### src/hw/rtl/stp_pkg.sv
// ----------------------------------------------------------------------------
// stp_pkg
// Types and constants shared by the software timer pool and its cells.
// ----------------------------------------------------------------------------
package stp_pkg;

  localparam int unsigned SlotsDefault     = 8;
  localparam int unsigned LimitBitsDefault = 24;
  localparam int unsigned TargetW          = 24;
  localparam int unsigned SlotW            = 3;
  localparam int unsigned MaskW            = 8;

  typedef enum logic [1:0] {
    REQ_TICK  = 2'd0,
    REQ_ALLOC = 2'd1,
    REQ_FREE  = 2'd2,
    REQ_CLEAR = 2'd3
  } req_e;

  typedef struct packed {
    logic [1:0]         req_type;
    logic [SlotW-1:0]   slot;
    logic [TargetW-1:0] target;
    logic               periodic;
  } stp_in_t;

  typedef struct packed {
    logic               status;
    logic [SlotW-1:0]   granted_slot;
    logic [MaskW-1:0]   expired_mask;
    logic [MaskW-1:0]   flag_mask;
    logic [MaskW-1:0]   active_mask;
  } stp_out_t;

  // Per-cycle command broadcast to every cell
  typedef struct packed {
    logic en;
    logic tick;
    logic alloc;
    logic free;
    logic clear;
    logic periodic;
  } cell_ctrl_t;

  // What a cell reports back (next-state view, plus activity before the step)
  typedef struct packed {
    logic active;
    logic busy;
    logic flag;
    logic expired;
    logic grant;
  } cell_stat_t;

endpackage

### src/hw/rtl/software_timer_pool.sv
// ----------------------------------------------------------------------------
// software_timer_pool
// Pool of one-shot and periodic timer slots built as a chain of slot cells.
// ----------------------------------------------------------------------------
// One request per clock while the result register is empty or being emptied: a
// transaction is taken only then, every cell updates in that same cycle, and the
// result appears registered in the next cycle. The longest path is the free-slot
// token rippling through all SLOTS cells on an allocate, next to each cell's count
// increment and compare. Masks and granted_slot show slots 0..7 only.
module software_timer_pool import stp_pkg::*; #(
  parameter int unsigned SLOTS      = SlotsDefault,
  parameter int unsigned LIMIT_BITS = LimitBitsDefault
) (
  input  logic     clk_i,
  input  logic     rst_ni,
  input  logic     in_valid_i,
  output logic     in_ready_o,
  input  stp_in_t  in_data_i,
  output logic     out_valid_o,
  input  logic     out_ready_i,
  output stp_out_t out_data_o
);

  localparam int unsigned ShownSlots = (SLOTS < MaskW) ? SLOTS : MaskW;

  logic                  accept;
  logic                  out_valid_q;
  stp_out_t              out_q, out_d;
  cell_ctrl_t            ctrl;
  req_e                  req;
  logic [SLOTS:0]        found;
  logic [SLOTS-1:0]      sel;
  cell_stat_t            stat [SLOTS];

  assign req        = req_e'(in_data_i.req_type);
  assign in_ready_o = ~out_valid_q | out_ready_i;
  assign accept     = in_valid_i & in_ready_o;

  assign ctrl = '{en:       accept,
                  tick:     req == REQ_TICK,
                  alloc:    req == REQ_ALLOC,
                  free:     req == REQ_FREE,
                  clear:    req == REQ_CLEAR,
                  periodic: in_data_i.periodic};

  assign found[0] = 1'b0;

  for (genvar i = 0; i < SLOTS; i++) begin : g_cell
    if (i < MaskW) begin : g_sel
      assign sel[i] = (in_data_i.slot == SlotW'(i));
    end else begin : g_nosel
      assign sel[i] = 1'b0;
    end

    stp_cell #(
      .LIMIT_BITS(LIMIT_BITS)
    ) u_cell (
      .clk_i   (clk_i),
      .rst_ni  (rst_ni),
      .ctrl_i  (ctrl),
      .sel_i   (sel[i]),
      .target_i(in_data_i.target),
      .found_i (found[i]),
      .found_o (found[i+1]),
      .stat_o  (stat[i])
    );
  end

  always_comb begin
    logic             any_grant;
    logic             sel_active;
    logic             sel_any;
    logic [SlotW-1:0] gslot;
    any_grant  = 1'b0;
    sel_active = 1'b0;
    sel_any    = |sel;
    gslot      = '0;
    out_d      = '0;
    for (int i = 0; i < SLOTS; i++) begin
      any_grant = any_grant | stat[i].grant;
      if (stat[i].grant) begin
        gslot = gslot | SlotW'(i);
      end
    end
    // a free only succeeds on a slot that was active before the step
    for (int i = 0; i < SLOTS; i++) begin
      sel_active = sel_active | (sel[i] & stat[i].busy);
    end
    for (int i = 0; i < ShownSlots; i++) begin
      out_d.expired_mask[i] = stat[i].expired;
      out_d.flag_mask[i]    = stat[i].flag;
      out_d.active_mask[i]  = stat[i].active;
    end
    out_d.granted_slot = gslot;
    unique case (req)
      REQ_TICK:  out_d.status = 1'b0;
      REQ_ALLOC: out_d.status = ~any_grant;
      REQ_FREE:  out_d.status = ~sel_active;
      REQ_CLEAR: out_d.status = ~sel_any;
      default:   out_d.status = 1'b1;
    endcase
  end

  always_ff @(posedge clk_i or negedge rst_ni) begin
    if (!rst_ni) begin
      out_valid_q <= 1'b0;
    end else if (accept) begin
      out_valid_q <= 1'b1;
    end else if (out_ready_i) begin
      out_valid_q <= 1'b0;
    end
  end

  always_ff @(posedge clk_i) begin
    if (accept) begin
      out_q <= out_d;
    end
  end

  assign out_valid_o = out_valid_q;
  assign out_data_o  = out_q;

endmodule

### src/hw/rtl/stp_cell.sv
// ----------------------------------------------------------------------------
// stp_cell
// One timer slot: count, limit, mode, active and overflow flag. Passes the
// "free slot already found" token to the next cell in the chain.
// ----------------------------------------------------------------------------
module stp_cell import stp_pkg::*; #(
  parameter int unsigned LIMIT_BITS = LimitBitsDefault
) (
  input  logic                  clk_i,
  input  logic                  rst_ni,
  input  cell_ctrl_t            ctrl_i,
  input  logic                  sel_i,
  input  logic [TargetW-1:0]    target_i,
  input  logic                  found_i,
  output logic                  found_o,
  output cell_stat_t            stat_o
);

  localparam int unsigned CountW = LIMIT_BITS + 1;

  logic                  active_q, active_d;
  logic                  flag_q, flag_d;
  logic                  reload_q, reload_d;
  logic [CountW-1:0]     count_q, count_d;
  logic [LIMIT_BITS-1:0] limit_q, limit_d;
  logic [CountW-1:0]     count_inc;
  logic                  grant;
  logic                  expired;

  assign grant     = ctrl_i.alloc & ~active_q & ~found_i;
  assign found_o   = found_i | ~active_q;
  assign count_inc = count_q + CountW'(1);
  assign expired   = ctrl_i.tick & active_q & (count_inc > CountW'(limit_q));

  always_comb begin
    active_d = active_q;
    flag_d   = flag_q;
    reload_d = reload_q;
    count_d  = count_q;
    limit_d  = limit_q;
    if (ctrl_i.tick && active_q) begin
      if (expired) begin
        flag_d = 1'b1;
        if (reload_q) begin
          count_d = CountW'(1);
        end else begin
          active_d = 1'b0;
        end
      end else begin
        count_d = count_inc;
      end
    end
    if (grant) begin
      active_d = 1'b1;
      flag_d   = 1'b0;
      count_d  = '0;
      limit_d  = LIMIT_BITS'(target_i);
      reload_d = ctrl_i.periodic;
    end
    if (ctrl_i.free && sel_i) begin
      active_d = 1'b0;
    end
    if (ctrl_i.clear && sel_i) begin
      flag_d = 1'b0;
    end
  end

  always_ff @(posedge clk_i or negedge rst_ni) begin
    if (!rst_ni) begin
      active_q <= 1'b0;
      flag_q   <= 1'b0;
    end else if (ctrl_i.en) begin
      active_q <= active_d;
      flag_q   <= flag_d;
    end
  end

  always_ff @(posedge clk_i) begin
    if (ctrl_i.en) begin
      reload_q <= reload_d;
      count_q  <= count_d;
      limit_q  <= limit_d;
    end
  end

  assign stat_o = '{active: active_d, busy: active_q, flag: flag_d, expired: expired,
                    grant: grant};

endmodule

### config.mk
export PLATFORM = sky130hd
export DESIGN_NAME = software_timer_pool
export DESIGN_NICKNAME = d
export VERILOG_FILES = /design/src/hw/rtl/stp_pkg.sv /design/src/hw/rtl/software_timer_pool.sv /design/src/hw/rtl/stp_cell.sv
export SDC_FILE = /design/constraint.sdc
export NUM_CORES = 1
export LEC_CHECK = 0
export BUFFER_PORTS_ARGS = -buffer_cell sky130_fd_sc_hd__buf_2
export CAP_MARGIN = 20
export CELL_PAD_IN_SITES_DETAIL_PLACEMENT = 0
export CELL_PAD_IN_SITES_GLOBAL_PLACEMENT = 1
export CORE_MARGIN = 10
export CORE_UTILIZATION = 47
export CTS_BUF_LIST = sky130_fd_sc_hd__clkbuf_8
export DETAILED_ROUTE_END_ITERATION = 8
export PLACE_DENSITY_LB_ADDON = 0.1
export SLEW_MARGIN = 30
export SYNTH_ARGS = -nofsm -noshare
export SYNTH_HDL_FRONTEND = slang
export SYNTH_SLANG_ARGS = --single-unit
### constraint.sdc
create_clock -name clk_i -period 10.5 [get_ports clk_i]
set_input_delay 0.525 -clock clk_i [delete_from_list [all_inputs] [get_ports clk_i]]
set_output_delay 0.525 -clock clk_i [all_outputs]
set_load 0.05 [all_outputs]
After elaboration in Yosys (flattened, before gate mapping). Cells that the tools add are included.

Bits in registers: 445. Bits of input ports: 34. Output and inout bits: 30. Word-level logic and storage cells: 319.

Add/subtract/negate cells: 8. Magnitude comparators: 8. Equality and inequality tests: 18. Muxes and demuxes: 104. Bitwise logic cells: 79. Reduce and logical (&&, ||, !) cells: 54.

Operators by type and width (number): $mux W25 (24); $add A25 B1 Y25 const B (8); $gt A25 B24 Y1 (8); $mux W1 (75); $and A1 B1 Y1 (40); $logic_and A1 B1 Y1 (24); $ne A3 B1 Y1 const B (8); $reduce_and A3 Y1 (8); $or A1 B1 Y1 (21); $not A1 Y1 (18); $reduce_bool A2 Y1 (9); $reduce_and A2 Y1 (8); $eq A3 B3 Y1 const B (4); $reduce_or A8 Y1 (1); $eq A3 B2 Y1 const B (2); $mux W3 (2); $eq A2 B2 Y1 const B (2); $mux W2 (2); $pmux W1 S4 (1); $reduce_or A4 Y1 (1); $eq A3 B1 Y1 const B (1); $logic_not A3 Y1 (1); $eq A2 B1 Y1 const B (1); $logic_not A2 Y1 (1); $reduce_or A2 Y1 (1).

Depth between registers and ports, before layout.
Depth after elaboration: 12. Mapped depth: 16.

Modules after synthesis. Synthesis repeated with hierarchy kept, for this count alone.

Cell total of the unflattened synthesis: 2217. Area total of the unflattened synthesis: 25650.9 sq um.

Modules (own cells, without submodules): stp_cell (g_cell[1].u_cell ...) (instances 3, cells each 259, area an instance 3060.4 sq um, sequential area each 1551.5 sq um); stp_cell (g_cell[7].u_cell) (instances 1, cells each 297, area an instance 3184.3 sq um, sequential area each 1551.5 sq um); stp_cell (g_cell[6].u_cell) (instances 1, cells each 267, area an instance 3055.4 sq um, sequential area each 1551.5 sq um); stp_cell (g_cell[3].u_cell) (instances 1, cells each 286, area an instance 3052.9 sq um, sequential area each 1551.5 sq um); stp_cell (g_cell[4].u_cell) (instances 1, cells each 267, area an instance 3029.2 sq um, sequential area each 1551.5 sq um); stp_cell (g_cell[0].u_cell) (instances 1, cells each 257, area an instance 3020.4 sq um, sequential area each 1551.5 sq um); software_timer_pool (instances 1, cells each 66, area an instance 1127.3 sq um, sequential area each 865.8 sq um).

Worst setup path after synthesis. OpenSTA, ideal clock, no wires.

Path type: reg-to-reg. From: register g_cell[0].u_cell.count_q[0]. To: register g_cell[0].u_cell.count_q[0], enable pin. Arrival time: 7.074 ns. Required time: 9.956 ns. Setup slack: 2.882 ns. Stages on the path, launching flop included: 16. Path through: edfxtp_1 ha_1 nand3_1 nor3_1 and2_1 nand4_1 or2_2 xnor2_1 ha_1 nand4_1 nor4_1 a22oi_1 nand3_1 a31o_2 nand2_1 a2111oi_0.

Word-level cells in the longest chain between the ends: 5.

Ends and longest elaborated chain: start: declaration (line stp_cell.sv:24) `logic [CountW-1:0] count_q, count_d;`; start signal: assignment (line stp_cell.sv:81) `count_q <= count_d;`; $add A25 B1 Y25 (line stp_cell.sv:32) `assign count_inc = count_q + CountW'(1);`; net g_cell[0].u_cell.count_inc[18] (line stp_cell.sv:26) `logic [CountW-1:0] count_inc;`; $gt A25 B24 Y1 (line stp_cell.sv:33) `assign expired = ctrl_i.tick & active_q & (count_inc > CountW'(limit_q));`; $and A1 B1 Y1 (line stp_cell.sv:33); net g_cell[0].u_cell.expired (line stp_cell.sv:28) `logic expired;`; $ne A3 B1 Y1 (no line); $reduce_and A3 Y1 (no line).

The timed path passes the listed nets, and every way through them passes these cells. A chain may end at the register's enable or synchronous reset.

Final worst setup path.
From: register g_cell[0].u_cell.count_q[0]. To: register g_cell[0].u_cell.count_q[19], data pin.

Word-level cells in the longest chain between the ends: 5.

Ends and longest elaborated chain: $add A25 B1 Y25 (line stp_cell.sv:32); net g_cell[0].u_cell.count_inc[18] (line stp_cell.sv:26); $gt A25 B24 Y1 (line stp_cell.sv:33); $and A1 B1 Y1 (line stp_cell.sv:33); $mux W25 (line stp_cell.sv:42) `if (expired) begin`; $mux W25 (line stp_cell.sv:41) `if (ctrl_i.tick && active_q) begin`.

The timed path passes the listed nets, and every way through them passes these cells. The select of a mux whose other input is x is not followed.

==> metrics.md <==
| Metric | Value |
|---|---|
| CP Data Arrival Time | just over 5 ns |
| Final Hold Fails | 0 |
| Row Count | just over 80 |
| Critical Path Max Stage Delay | just over 0.7 ns |
| Yosys top cell by area | edfxtp_1 |
| Max Buffers Root-to-Sink | 3 |
| Worst-path maximum fanout | 24 |
| Setup Skew | between 0.02 and 0.03 ns |
| Global route overflow | 0 |
| Setup TNS | 0 ns |
| Slew Limit Fails | 0 |
| Die W | 247 µm |
| Clk_lat worst skew | between 0.6 and 0.7 ns |
| Die H | roughly 250 µm |
| Average instance area after synthesis | roughly 12 µm² |
| FF+latch count, synth | 445 |
| Placed insts | around 2800 |
| Rel. slew slack | a little under two fifths |
| Min-Delay Path Class | in2reg |
| Port bufs | 63 |
| Via density | 5.43 |
| Synth top area cells | edfxtp_1 53%, ha_1 10%, nor2b_1 4.4% |
| Number of max-cap violations | 0 |
| Max rail drop VDD | 0.133 mV |
| Max frequency | roughly 210 MHz |
| Hpwl dp | just over 40000 µm |
| Sequential fraction of the synthesis area | between 50% and 60% |
| CP required | between 10 and 15 ns |
| Critical path launch point type | register |
| EDFF count, synth | about 430 |
| Final setup margin | roughly 5.7 ns |
| Lkg Pwr | roughly 0.011 µW |
| Clk pin slew, worst setup/hold paths | about 0.06 ns |
| Yosys top cell area share | 53.0% |
| CTS tree | built |
| Yosys cell types | 86 |
| Synth async-reset ratio | about 3.8% |
| Mapped cell area | ~24000 µm² |
| Die Footprint | 61100 µm² |
| CP endpoint kind | register |
| Share of layout cells above drive strength 1 | 10.9% |
| Commonest cells after routing, fill and taps aside | 428 x edfxtp_1, 244 x inv_1, 200 x ha_1, 169 x nor2b_1, 117 x nand2_1 |
| Final GP Congestion | approximately 0.8 |
| Vias in the first global route | 15800 |
| Post-DRT Antenna Nets | 0 |
| Total core area | roughly 50000 µm² |
| Ys flop type | edfxtp_1 |
| P&R area growth vs syn | 11.0% |
| Warnings, synthesis | 0 |
| Root Driver | clkbuf_8 |
| DR iter-0 viols | between 900 and 1000 |
| Minimum clock period | around 4.8 ns |
| Synth Net Count | ~2300 |
| Slew @ Worst Pin | roughly 0.94 ns |
| Initial antenna violation count | 10 |
| Final non-filler cell total | between 2000 and 3000 |
| Router iterations before antenna repair | 5 |
| First-pass GRT wire length | 91600 µm |
| Largest net degree at the start of global routing | 33 |
| H-Tree Depth | 3 |
| Post-Route WL | 60000 µm |
| Pwr per Cell Area | 148 nW/µm² |
| Worst-path cell chain | ha_1 > nand3_1 > nor3_1 > and2_1 > nand4_1 > or2_2 > xnor2_1 > ha_1 > nand4_1 > nor4_1 > o221ai_1 > a31o_2 > nand3_1 > nor2b_1 |
| RSZ-0062 raised after global routing | no |
| DRC | 0 |
| Cells after Synth | about 2100 |
| Outcome | finished clean |
| Tot GR Track Use | approximately a fifth |
| Initial Util | between 40 and 50% |
| Wire per inst | a little over 20 µm |
| Most common cell after layout, fill and taps aside | edfxtp_1 |
| Post-CTS setup buffers | 0 |
| # IOs | 64 |
| Critical path class | reg2reg |
| Final Setup Violations | 0 |
| Sink Count | approximately 450 |
| Crit share post-route | 45.9% |
| CP max stage cell | nand3_1 |
| Layout Nets | around 2400 |
| CTS Buf Count | 79 |
| Post-place setup slack | about 5.6 ns |
| Via count | between 15000 and 20000 |
[synthesized netlist by cell type, drive strengths merged (26+ instances only)]
cell / n
nand3: 104
clkbuf: 26
nand2: 118
nor3: 26
nor2: 100
nand4: 60
nor2b: 170
o21ai: 31
and3: 48
inv: 219
ha: 200
a21o: 34
a21oi: 69
xor2: 70
xnor2: 114
and4: 26
edfxtp: 428
[layer usage]
metal | GRT usage (%) | part of all wire, % | vias to the layer above
met5 | 0 | 0.068 | -
met4 | 5.95 | 1.7 | 6
met3 | 4.32 | 6.7 | 75
met2 | 30.5 | 45 | 420
met1 | 27.5 | 47 | 7756
li1 | - | - | 7721
[stage by stage]
stage	cell area [µm²]	total power [µW]	utilization [%]	hold WS, ns
final	26900	3990	52.6	0.0782
after global routing	26900	4170	52.6	0.0842
after CTS	26900	4040	52.6	0.0381
after detailed placement	25500	2530	49.8	0.481
after global placement	25500	2520	49.7	0.471
after floorplan	24300	2380	-	0.229
[worst max-delay path: cells and delay by family, from the launching register on]
family,cells,cell delay [ns]
XOR/XNOR,1,0.14
AND/OR/NAND/NOR,9,2.86
flip-flops,1,0.43
adder cells (fa/ha/maj),2,0.53
AO/OA/AOI/OAI,2,0.52
[power by group]
part	internal (µW)	total [µW]	switching (µW)
combinational	135	406	270
sequential	2040	2090	53.0
clock	770	1500	731
total	2940	3990	1050
[path summary, 6_finish.rpt]
kind                                                         endpoint  slack (ns)                                       from  depth (start not counted)
max                        g_cell[0].u_cell.count_q[19]$_SDFFCE_PP0P_        5.69  g_cell[0].u_cell.count_q[0]$_SDFFCE_PP0P_                         14
min                                           out_valid_o$_DFFE_PN0P_        0.08                                 in_valid_i                          2
max reg2reg                g_cell[0].u_cell.count_q[19]$_SDFFCE_PP0P_        5.69  g_cell[0].u_cell.count_q[0]$_SDFFCE_PP0P_                         14
min reg2reg                       g_cell[2].u_cell.flag_q$_DFFE_PN0P_        0.50        g_cell[2].u_cell.flag_q$_DFFE_PN0P_                          1
max in group asynchronous         g_cell[0].u_cell.flag_q$_DFFE_PN0P_        9.66                                     rst_ni                          2
min in group asynchronous       g_cell[6].u_cell.active_q$_DFFE_PN0P_        0.47                                     rst_ni                          2
[state kept, by name, summed over array words and instances, names as in the netlist]
name                    flops
g_cell.u_cell.limit_q     192
g_cell.u_cell.flag_q        8
out_valid_o                 1
g_cell.u_cell.count_q     200
g_cell.u_cell.active_q      8
out_data_o                 28
g_cell.u_cell.reload_q      8
[repair_timing]
item                      in CTS  in global routing
hold buffers                   1                  0
hold endpoints to repair      17                  0
gates resized for setup        0                  0
[area by class of cell]
type,instances,area (µm²)
fillers,4538,24300
flip-flops and latches,445,13300
multi-input cells,1371,10100
clock buffers,85,1170
well taps,680,851
inverters,219,822
repair buffers,84,483
clock inverters,57,269
diodes,1,2.50
[kinds of logic (layout without fill, tap and decap cells)]
kind of cell | count (synthesis) | after routing | synth area share (%)
simple gates | 740 | 740 | 17.0
flops | 445 | 445 | 54.7
buf+inv | 255 | 445 | 4.16
compound gates | 243 | 243 | 6.92
fa+ha+maj | 200 | 200 | 10.3
xor+xnor | 184 | 184 | 6.67
mux | 4 | 4 | 0.175
other cells | 0 | 1 | 0
No activity file was read; power rests on OpenSTA's default activity.
